## config.mk

```make
export PLATFORM = sky130hd
export DESIGN_NAME = seven_segment_four_digit_formatter
export DESIGN_NICKNAME = d
export VERILOG_FILES = /design/src/hdl/ssf_pkg.sv /design/src/hdl/ssf_front.sv /design/src/hdl/ssf_queue.sv /design/src/hdl/ssf_back.sv /design/src/hdl/seven_segment_four_digit_formatter.sv
export SDC_FILE = /design/constraint.sdc
export NUM_CORES = 1
export LEC_CHECK = 0
export BUFFER_PORTS_ARGS = -buffer_cell sky130_fd_sc_hd__buf_2
export CAP_MARGIN = 20
export CORE_MARGIN = 2
export CORE_UTILIZATION = 50
export CTS_BUF_LIST = sky130_fd_sc_hd__clkbuf_16
export CTS_CLUSTER_DIAMETER = 150
export DETAILED_ROUTE_END_ITERATION = 8
export HOLD_SLACK_MARGIN = 0.1
export PLACE_DENSITY = 0.73
export RECOVER_POWER = 25
export SYNTH_ARGS = -nofsm -noshare
export SYNTH_HDL_FRONTEND = slang
export SYNTH_SLANG_ARGS = --single-unit
```

## constraint.sdc

```tcl
create_clock -name aclk -period 14.45 [get_ports aclk]
set_input_delay 2.1675 -clock aclk [delete_from_list [all_inputs] [get_ports aclk]]
set_output_delay 2.1675 -clock aclk [all_outputs]
set_load 0.02 [all_outputs]
```

## src/hdl/ssf_pkg.sv

```systemverilog
// ----------------------------------------------------------------------------
// ssf_pkg
// Types, codes and constants shared by the display formatter modules.
// ----------------------------------------------------------------------------
package ssf_pkg;

    // Command codes on the input channel
    localparam logic [1:0] CMD_LOAD_INT = 2'd0;
    localparam logic [1:0] CMD_LOAD_FIX = 2'd1;
    localparam logic [1:0] CMD_SCAN     = 2'd2;

    // Point positions; zero means no point
    localparam logic [1:0] POINT_NONE = 2'd0;
    localparam logic [1:0] POINT_TWO  = 2'd2;
    localparam logic [1:0] POINT_THREE = 2'd3;

    // Digit position of the minus glyph
    localparam logic [1:0] MINUS_POS = 2'd3;

    localparam logic [7:0] SEG_POINT = 8'h80;
    localparam logic [7:0] SEG_MINUS = 8'h40;
    localparam logic [7:0] SEG_BLANK = 8'h00;

    // Operand width of the digit split (magnitudes below 2^17)
    localparam int X_W = 17;
    localparam int PROD_W = 35;

    // Reciprocals: ceil(2^s / d), exact for all 17-bit operands
    localparam logic [17:0] RECIP_10    = 18'd209716;
    localparam logic [17:0] RECIP_100   = 18'd167773;
    localparam logic [17:0] RECIP_1000  = 18'd134218;
    localparam logic [17:0] RECIP_10000 = 18'd214749;
    localparam int SHIFT_10    = 21;
    localparam int SHIFT_100   = 24;
    localparam int SHIFT_1000  = 27;
    localparam int SHIFT_10000 = 31;

    // Value ranges of the loads
    localparam logic signed [17:0] INT_MAX     = 18'sd9999;
    localparam logic signed [17:0] FIX_HI_MIN  = 18'sd10000;
    localparam logic signed [17:0] FIX_HI_MAX  = 18'sd99999;
    localparam logic signed [17:0] FIX_LO_MIN  = -18'sd999;
    localparam logic signed [17:0] FIX_LO_MAX  = 18'sd9999;
    localparam logic signed [17:0] FIX_NEG_MIN = -18'sd9999;
    localparam logic signed [17:0] FIX_NEG_MAX = -18'sd1000;

    // Queue between front and back
    localparam int QUEUE_DEPTH = 4;
    localparam int QUEUE_AW    = 2;

    // Classification made by the front end
    typedef enum logic [2:0] {
        KIND_INT,
        KIND_FIX_HI,
        KIND_FIX_LO,
        KIND_FIX_NEG,
        KIND_ZERO,
        KIND_SCAN
    } kind_t;

    typedef logic [3:0] digit_t;

    // One operation for the back end
    typedef struct packed {
        logic             is_scan;
        digit_t [3:0]     digits;
        logic             minus;
        logic [1:0]       point;
        logic [1:0]       index;
    } op_t;

    // Seven-segment pattern of a decimal digit; blank above nine
    function automatic logic [7:0] glyph(input digit_t d);
        logic [7:0] g;
        unique case (d)
            4'd0:    g = 8'h3F;
            4'd1:    g = 8'h06;
            4'd2:    g = 8'h5B;
            4'd3:    g = 8'h4F;
            4'd4:    g = 8'h66;
            4'd5:    g = 8'h6D;
            4'd6:    g = 8'h7D;
            4'd7:    g = 8'h07;
            4'd8:    g = 8'h7F;
            4'd9:    g = 8'h6F;
            default: g = SEG_BLANK;
        endcase
        return g;
    endfunction

    // hi - 10*lo, modulo 16; exact when the true digit lies in 0..9
    function automatic digit_t sub_ten(input digit_t hi, input digit_t lo);
        digit_t ten_lo;
        ten_lo = (lo << 3) + (lo << 1);
        return hi - ten_lo;
    endfunction

endpackage

```

## src/hdl/ssf_front.sv

```systemverilog
// ----------------------------------------------------------------------------
// ssf_front
// Accepts items, classifies loads and splits their value into digits.
// ----------------------------------------------------------------------------
module ssf_front (
    input  logic                    aclk,
    input  logic                    aresetn,
    input  logic                    s_valid,
    output logic                    s_ready,
    input  logic [1:0]              s_command,
    input  logic signed [17:0]      s_value,
    input  logic [1:0]              s_digit_index,
    output logic                    op_valid,
    input  logic                    op_ready,
    output ssf_pkg::op_t            op_data
);
    import ssf_pkg::*;

    // stage A: classified operand
    logic                a_valid_reg, a_valid_next;
    kind_t               a_kind_reg, a_kind_next;
    logic [X_W-1:0]      a_x_reg, a_x_next;
    logic [1:0]          a_index_reg;

    // stage B: low digits of the quotients
    logic                b_valid_reg, b_valid_next;
    kind_t               b_kind_reg;
    logic [1:0]          b_index_reg;
    digit_t              b_x_reg, b_q10_reg, b_q100_reg, b_q1000_reg, b_q10000_reg;

    logic                a_ready, b_ready, accept;
    logic                neg;
    logic [17:0]         mag;
    logic [PROD_W-1:0]   p10, p100, p1000, p10000;
    digit_t              e3, e2, e1, e0, f0;

    assign b_ready = !b_valid_reg || op_ready;
    assign a_ready = !a_valid_reg || b_ready;
    assign s_ready = a_ready;
    assign accept  = s_valid && a_ready;

    // classification
    assign neg = s_value[17];
    assign mag = neg ? 18'(-s_value) : s_value;

    always_comb begin
        a_kind_next = KIND_ZERO;
        a_x_next    = mag[X_W-1:0];
        unique case (s_command)
            CMD_LOAD_INT: begin
                a_kind_next = KIND_INT;
                priority if (neg)               a_x_next = '0;
                else if (s_value > INT_MAX)     a_x_next = X_W'(INT_MAX);
                else                            a_x_next = s_value[X_W-1:0];
            end
            CMD_LOAD_FIX: begin
                priority if (s_value >= FIX_HI_MIN && s_value <= FIX_HI_MAX)
                    a_kind_next = KIND_FIX_HI;
                else if (s_value >= FIX_LO_MIN && s_value <= FIX_LO_MAX)
                    a_kind_next = KIND_FIX_LO;
                else if (s_value >= FIX_NEG_MIN && s_value <= FIX_NEG_MAX)
                    a_kind_next = KIND_FIX_NEG;
                else
                    a_kind_next = KIND_ZERO;
            end
            default: a_kind_next = KIND_SCAN;
        endcase
    end

    // unused command code is taken and dropped here
    always_comb begin
        a_valid_next = a_valid_reg;
        if (a_ready) begin
            a_valid_next = s_valid && (s_command == CMD_LOAD_INT
                || s_command == CMD_LOAD_FIX || s_command == CMD_SCAN);
        end
    end

    assign b_valid_next = b_ready ? a_valid_reg : b_valid_reg;

    // reciprocal multiplies, in parallel
    assign p10    = PROD_W'(a_x_reg) * PROD_W'(RECIP_10);
    assign p100   = PROD_W'(a_x_reg) * PROD_W'(RECIP_100);
    assign p1000  = PROD_W'(a_x_reg) * PROD_W'(RECIP_1000);
    assign p10000 = PROD_W'(a_x_reg) * PROD_W'(RECIP_10000);

    always_ff @(posedge aclk) begin
        if (!aresetn) begin
            a_valid_reg <= 1'b0;
            b_valid_reg <= 1'b0;
        end else begin
            a_valid_reg <= a_valid_next;
            b_valid_reg <= b_valid_next;
        end
    end

    always_ff @(posedge aclk) begin
        if (accept) begin
            a_kind_reg  <= a_kind_next;
            a_x_reg     <= a_x_next;
            a_index_reg <= s_digit_index;
        end
        if (b_ready && a_valid_reg) begin
            b_kind_reg   <= a_kind_reg;
            b_index_reg  <= a_index_reg;
            b_x_reg      <= a_x_reg[3:0];
            b_q10_reg    <= p10[SHIFT_10 +: 4];
            b_q100_reg   <= p100[SHIFT_100 +: 4];
            b_q1000_reg  <= p1000[SHIFT_1000 +: 4];
            b_q10000_reg <= p10000[SHIFT_10000 +: 4];
        end
    end

    // digits from neighbouring quotients
    assign e3 = b_q10000_reg;
    assign e2 = sub_ten(b_q1000_reg, b_q10000_reg);
    assign e1 = sub_ten(b_q100_reg, b_q1000_reg);
    assign e0 = sub_ten(b_q10_reg, b_q100_reg);
    assign f0 = sub_ten(b_x_reg, b_q10_reg);

    always_comb begin
        op_data         = '0;
        op_data.index   = b_index_reg;
        unique case (b_kind_reg)
            KIND_INT: begin
                op_data.digits = {e2, e1, e0, f0};
            end
            KIND_FIX_HI: begin
                op_data.digits = {e3, e2, e1, e0};
                op_data.point  = POINT_TWO;
            end
            KIND_FIX_LO: begin
                op_data.digits = {e2, e1, e0, f0};
                op_data.point  = POINT_THREE;
            end
            KIND_FIX_NEG: begin
                op_data.digits = {4'd0, e2, e1, e0};
                op_data.minus  = 1'b1;
                op_data.point  = POINT_TWO;
            end
            KIND_SCAN: begin
                op_data.is_scan = 1'b1;
            end
            default: begin
                op_data.point = POINT_NONE;
            end
        endcase
    end

    assign op_valid = b_valid_reg;

endmodule

```

## src/hdl/ssf_queue.sv

```systemverilog
// ----------------------------------------------------------------------------
// ssf_queue
// Small first-in first-out queue of operations between front and back.
// ----------------------------------------------------------------------------
module ssf_queue (
    input  logic            aclk,
    input  logic            aresetn,
    input  logic            wr_valid,
    output logic            wr_ready,
    input  ssf_pkg::op_t    wr_data,
    output logic            rd_valid,
    input  logic            rd_ready,
    output ssf_pkg::op_t    rd_data
);
    import ssf_pkg::*;

    op_t                    entry_reg [QUEUE_DEPTH];
    logic [QUEUE_AW-1:0]    wr_ptr_reg, wr_ptr_next;
    logic [QUEUE_AW-1:0]    rd_ptr_reg, rd_ptr_next;
    logic [QUEUE_AW:0]      count_reg, count_next;
    logic                   push, pop;

    assign wr_ready = count_reg != (QUEUE_AW + 1)'(QUEUE_DEPTH);
    assign rd_valid = count_reg != '0;
    assign push     = wr_valid && wr_ready;
    assign pop      = rd_valid && rd_ready;
    assign rd_data  = entry_reg[rd_ptr_reg];

    always_comb begin
        wr_ptr_next = push ? wr_ptr_reg + 1'b1 : wr_ptr_reg;
        rd_ptr_next = pop  ? rd_ptr_reg + 1'b1 : rd_ptr_reg;
        count_next  = count_reg;
        if (push && !pop)      count_next = count_reg + 1'b1;
        else if (pop && !push) count_next = count_reg - 1'b1;
    end

    always_ff @(posedge aclk) begin
        if (!aresetn) begin
            wr_ptr_reg <= '0;
            rd_ptr_reg <= '0;
            count_reg  <= '0;
        end else begin
            wr_ptr_reg <= wr_ptr_next;
            rd_ptr_reg <= rd_ptr_next;
            count_reg  <= count_next;
        end
    end

    always_ff @(posedge aclk) begin
        if (push) begin
            entry_reg[wr_ptr_reg] <= wr_data;
        end
    end

endmodule

```

## src/hdl/ssf_back.sv

```systemverilog
// ----------------------------------------------------------------------------
// ssf_back
// Applies loads to the display state and turns scans into segment patterns.
// ----------------------------------------------------------------------------
module ssf_back (
    input  logic            aclk,
    input  logic            aresetn,
    input  logic            op_valid,
    output logic            op_ready,
    input  ssf_pkg::op_t    op_data,
    output logic            m_valid,
    input  logic            m_ready,
    output logic [7:0]      m_segments,
    output logic [3:0]      m_digit_enable
);
    import ssf_pkg::*;

    digit_t [3:0]   digit_reg, digit_next;
    logic           minus_reg, minus_next;
    logic [1:0]     point_reg, point_next;
    logic           m_valid_reg, m_valid_next;
    logic [7:0]     m_segments_reg, seg_next;
    logic [3:0]     m_digit_enable_reg, enable_next;
    logic           out_free, take, load, scan;

    assign out_free = !m_valid_reg || m_ready;
    assign op_ready = !op_data.is_scan || out_free;
    assign take     = op_valid && op_ready;
    assign load     = take && !op_data.is_scan;
    assign scan     = take && op_data.is_scan;

    always_comb begin
        digit_next = digit_reg;
        minus_next = minus_reg;
        point_next = point_reg;
        if (load) begin
            digit_next = op_data.digits;
            minus_next = op_data.minus;
            point_next = op_data.point;
        end
    end

    always_comb begin
        if (op_data.index == MINUS_POS && minus_reg) begin
            seg_next = SEG_MINUS;
        end else begin
            seg_next = glyph(digit_reg[op_data.index]);
        end
        if (point_reg != POINT_NONE && op_data.index == point_reg) begin
            seg_next = seg_next | SEG_POINT;
        end
        enable_next = 4'b0001 << op_data.index;
    end

    always_comb begin
        m_valid_next = m_valid_reg;
        if (scan)          m_valid_next = 1'b1;
        else if (m_ready)  m_valid_next = 1'b0;
    end

    always_ff @(posedge aclk) begin
        if (!aresetn) begin
            digit_reg   <= '0;
            minus_reg   <= 1'b0;
            point_reg   <= POINT_NONE;
            m_valid_reg <= 1'b0;
        end else begin
            digit_reg   <= digit_next;
            minus_reg   <= minus_next;
            point_reg   <= point_next;
            m_valid_reg <= m_valid_next;
        end
    end

    always_ff @(posedge aclk) begin
        if (scan) begin
            m_segments_reg     <= seg_next;
            m_digit_enable_reg <= enable_next;
        end
    end

    assign m_valid        = m_valid_reg;
    assign m_segments     = m_segments_reg;
    assign m_digit_enable = m_digit_enable_reg;

endmodule

```

## src/hdl/seven_segment_four_digit_formatter.sv

```systemverilog
// ----------------------------------------------------------------------------
// seven_segment_four_digit_formatter
// Formats numbers for a four-digit multiplexed seven-segment display.
// ----------------------------------------------------------------------------
//
//  Channel  Dir  Ports                                    Transfer carries
//  s_       in   s_command s_value s_digit_index          load int/fixed, scan
//  m_       out  m_segments m_digit_enable                pattern of one digit
//
//  One transfer per cycle is taken on s_ while m_ is not stalled; loads and scans
//  mix freely. A scan's result reaches m_ through stage A (loaded by the transfer
//  itself), stage B, one queue slot and the output register, in that order.
//  The front's digit split uses four reciprocal multiplies side by side and
//  sets the stage timing.
//  Reset (aresetn low at a clock edge) empties every stage at once and shows
//  a display of zeros with no minus and no point; no clearing pass.
//  A stall on m_ holds a scan at the head of the four-entry queue; loads ahead
//  of it still drain. s_ready falls only once queue and front stages are full.
//
// ----------------------------------------------------------------------------
module seven_segment_four_digit_formatter (
    input  logic                aclk,
    input  logic                aresetn,
    input  logic                s_valid,
    output logic                s_ready,
    input  logic [1:0]          s_command,
    input  logic signed [17:0]  s_value,
    input  logic [1:0]          s_digit_index,
    output logic                m_valid,
    input  logic                m_ready,
    output logic [7:0]          m_segments,
    output logic [3:0]          m_digit_enable
);
    import ssf_pkg::*;

    // front -> queue
    logic   f_valid, f_ready;
    op_t    f_data;
    // queue -> back
    logic   q_valid, q_ready;
    op_t    q_data;

    // Front: takes every transfer, drops the unused command, classifies
    // loads by range and splits the value into four decimal digits.
    ssf_front u_front (
        .aclk           (aclk),
        .aresetn        (aresetn),
        .s_valid        (s_valid),
        .s_ready        (s_ready),
        .s_command      (s_command),
        .s_value        (s_value),
        .s_digit_index  (s_digit_index),
        .op_valid       (f_valid),
        .op_ready       (f_ready),
        .op_data        (f_data)
    );

    // Queue: lets the front run on while the result side is stalled.
    ssf_queue u_queue (
        .aclk       (aclk),
        .aresetn    (aresetn),
        .wr_valid   (f_valid),
        .wr_ready   (f_ready),
        .wr_data    (f_data),
        .rd_valid   (q_valid),
        .rd_ready   (q_ready),
        .rd_data    (q_data)
    );

    // Back: owns the digit store, minus flag and point position. Loads are
    // applied in order, so a scan always sees every earlier load.
    ssf_back u_back (
        .aclk           (aclk),
        .aresetn        (aresetn),
        .op_valid       (q_valid),
        .op_ready       (q_ready),
        .op_data        (q_data),
        .m_valid        (m_valid),
        .m_ready        (m_ready),
        .m_segments     (m_segments),
        .m_digit_enable (m_digit_enable)
    );

endmodule

```

==> impl_metrics.tcl <==
set metrics [dict create \
    status "complete, but fails checks" \
    violations "max-capacitance violations, max-slew violations" \
    syn-cell-area_um2 23400 \
    worstSetupStartpointType "flip-flop" \
    min_period_ns 6.95 \
    grt_usage_pct 25.5 \
    multi_input_area_um2 16000 \
    drt_first_pass_iters 5 \
    start_util_pct 50.5 \
    largest_register_ff_count 88 \
    clk_pin_slew_ns 0.08 \
    fp.dieW_um 220 \
    critPathMaxStageDelay_ns 1.13 \
    die_h_um 220 \
    worst-path-stages 17 \
    hold_viol_final 0 \
    slew_headroom_pct -39.6 \
    fill_cells 3982 \
    synthAdderAreaFrac_pct 49.9 \
    cap_violations 4 \
    finalSetupViolCount 0 \
    via_per_inst 5.47 \
    place_area_um2 24400 \
    r2r_cells 17 \
    critPathBufInv 4 \
    row_count 79 \
    critPathArrivalTime_ns 7.13 \
    crit_top_cell "fa_1" \
    grt_setup_unrepaired "no" \
    synth_enable_flop_cells 147 \
    seqCellArea_um2 5030 \
    core-area_um2 46400 \
    final_common_cell "inv_1" \
    grt.overflow.total 0 \
    worst_path_dominant_cell_family "adder cells" \
    synth-simple-area-share_pct 6.30 \
    crit_end "u_front.b_q10_reg[2]" \
    muxShareOfSynthArea_pct 3.11 \
    fin_area_um2 25000 \
    holdBufCountCts 0 \
    drc 0 \
    insertedDiodeCount 0 \
    hp-class "reg2reg" \
    synthTopCellsByArea "fa_1 (28%), ha_1 (22%), edfxtp_1 (19%), inv_1 (9.7%), dfxtp_1 (2.7%)" \
    syn_inst 2187 \
    cts_tree "built" \
    cp_max_fo 17 \
    clock_latency_ns 0.45 \
    cp_slowest_cell "clkbuf_1" \
    cp-end-kind "flip-flop" \
    io_buffers 39 \
    final_cell_mix "inv_1 (607), ha_1 (411), fa_1 (326)" \
    synth_nets 2950 \
    synth_top_family_by_area "adder cells" \
    yosysWarnings 0 \
    ys_ff_latch 178 \
    tightest_slew_ns 2.09 \
    post_synth_xor_area_fraction_pct 2.45 \
    path_cells "clkbuf_1 > inv_1 > ha_1 > ha_1 > inv_1 > fa_1 > fa_1 > fa_1 > inv_1 > fa_1 > ha_1 > and4_1 > and3_1 > o211ai_1 > nand3_1 > a21oi_1 > xnor2_1" \
    grt_pass1_wl_um 92800 \
    async_reset_ff_share_pct 0 \
    drtIter0Drc 988 \
    yosys.area.top_type "fa_1" \
    htreeDepth 4 \
    rrSetupSlack_ns 7.50 \
    vias 15600 \
    ys.flop_type "edfxtp_1" \
    synth_compound_area_share_pct 6.42 \
    final_max_slew_viol_count 86 \
    fin_tns_setup_ns 0 \
    dpl.hpwl_um 47500 \
    syn2layout_area_growth_pct 6.92 \
    synth.top_cell.area_share_pct 27.9 \
    die-area_um2 48600 \
    cts_resized 0 \
    crit_start "u_front.a_x_reg[1]" \
    seq_area_frac_synth_pct 21.5 \
    cts_root_buf "clkbuf_16" \
    drive_gt1_share_pct 5.96 \
    io_pins 40 \
    period_share_pct 48.1 \
    drtAntennaViolNets 0 \
    rr_startpoint "u_front.a_x_reg[1]" \
    synthDistinctLibCells 76 \
    first_global_vias 16700 \
    routedWlPerCell_um 20.2 \
    critPathKind "reg2reg" \
    reg2reg_to "u_front.b_q10_reg[2]" \
    layout.nets 2997 \
    cts_made_buffers 17 \
    postCtsSetupRepairBufs 0 \
    drt_wl_total_um 57800 \
    antenna_found_initial 0 \
    postSynthAreaPerCell_um2 10.7 \
    crit_required_ns 14.63 \
    finalClockSkew_ns 0.0178 \
    place.gp.congestion 0.998 \
    grt_max_degree 31 \
    cts_buffer_depth 2 \
    clkSinkCount 178 \
    fmax_mhz 144 \
]
==> cell usage after synthesis (10+ instances only) <==
library cell	count
ha_1	411
nand4_1	13
xnor2_1	48
dfxtp_1	31
and3_1	10
and2_1	20
nor2b_1	11
edfxtp_1	147
mux4_2	21
a211oi_1	19
a21boi_0	22
a21oi_1	59
fa_1	326
nand2_1	94
mux2i_1	11
nor2_1	60
nor3_1	24
inv_1	605
xor2_1	15
o21ai_0	45
clkbuf_1	20
a21o_1	12
nand3_1	25
==> layout make-up <==
cell class                 instances  area share (%)
clock buffer                      17            1.70
clock inverter                    15           0.695
inverter                         606            9.09
multi-input combinational       1371            63.7
sequential                       178            20.1
tap                              607            3.03
timing repair buffer              60            1.61
==> logic make-up after synthesis <==
kind of cell	count (synthesis)
AO/OA/AOI/OAI	230
adder cells (fa/ha/maj)	737
XOR/XNOR	64
flip-flops	178
multiplexers	41
buffers and inverters	638
AND/OR/NAND/NOR	299
==> layer usage <==
layer	GRT usage [%]	part of all wire, %
met1	32.8	41
met3	3.99	5.7
met4	10.1	4.3
met2	43.3	49
met5	0	0
==> how the worst min path moves through the flow <==
stage	startpoint	to	slack [ns]	cells past startpoint
after floorplan	u_front.a_index_reg[0]	u_front.b_index_reg[0]	0.40	0
after global placement	u_front.a_kind_reg[2]	u_front.b_kind_reg[2]	0.40	0
after detailed placement	u_front.a_index_reg[0]	u_front.b_index_reg[0]	0.41	0
after CTS	u_front.a_index_reg[0]	u_front.b_index_reg[0]	0.42	0
after global routing	u_front.a_index_reg[0]	u_front.b_index_reg[0]	0.42	0
final	u_front.a_kind_reg[1]	u_front.b_kind_reg[1]	0.42	0
==> metrics by stage <==
step | cells | util, % | hold WS [ns] | setup slack (ns)
after floorplan | 2187 | - | 0.400 | 8.78
final | 2854 | 54.0 | 0.424 | 7.50
after detailed placement | 2821 | 52.7 | 0.406 | 7.75
after global placement | 2817 | 52.5 | 0.403 | 7.88
after CTS | 2853 | 54.0 | 0.422 | 7.74
after global routing | 2854 | 54.0 | 0.418 | 7.17
Power is not shown: default switching activity piles up to over one toggle a cycle in this logic, so the estimate is an artifact.
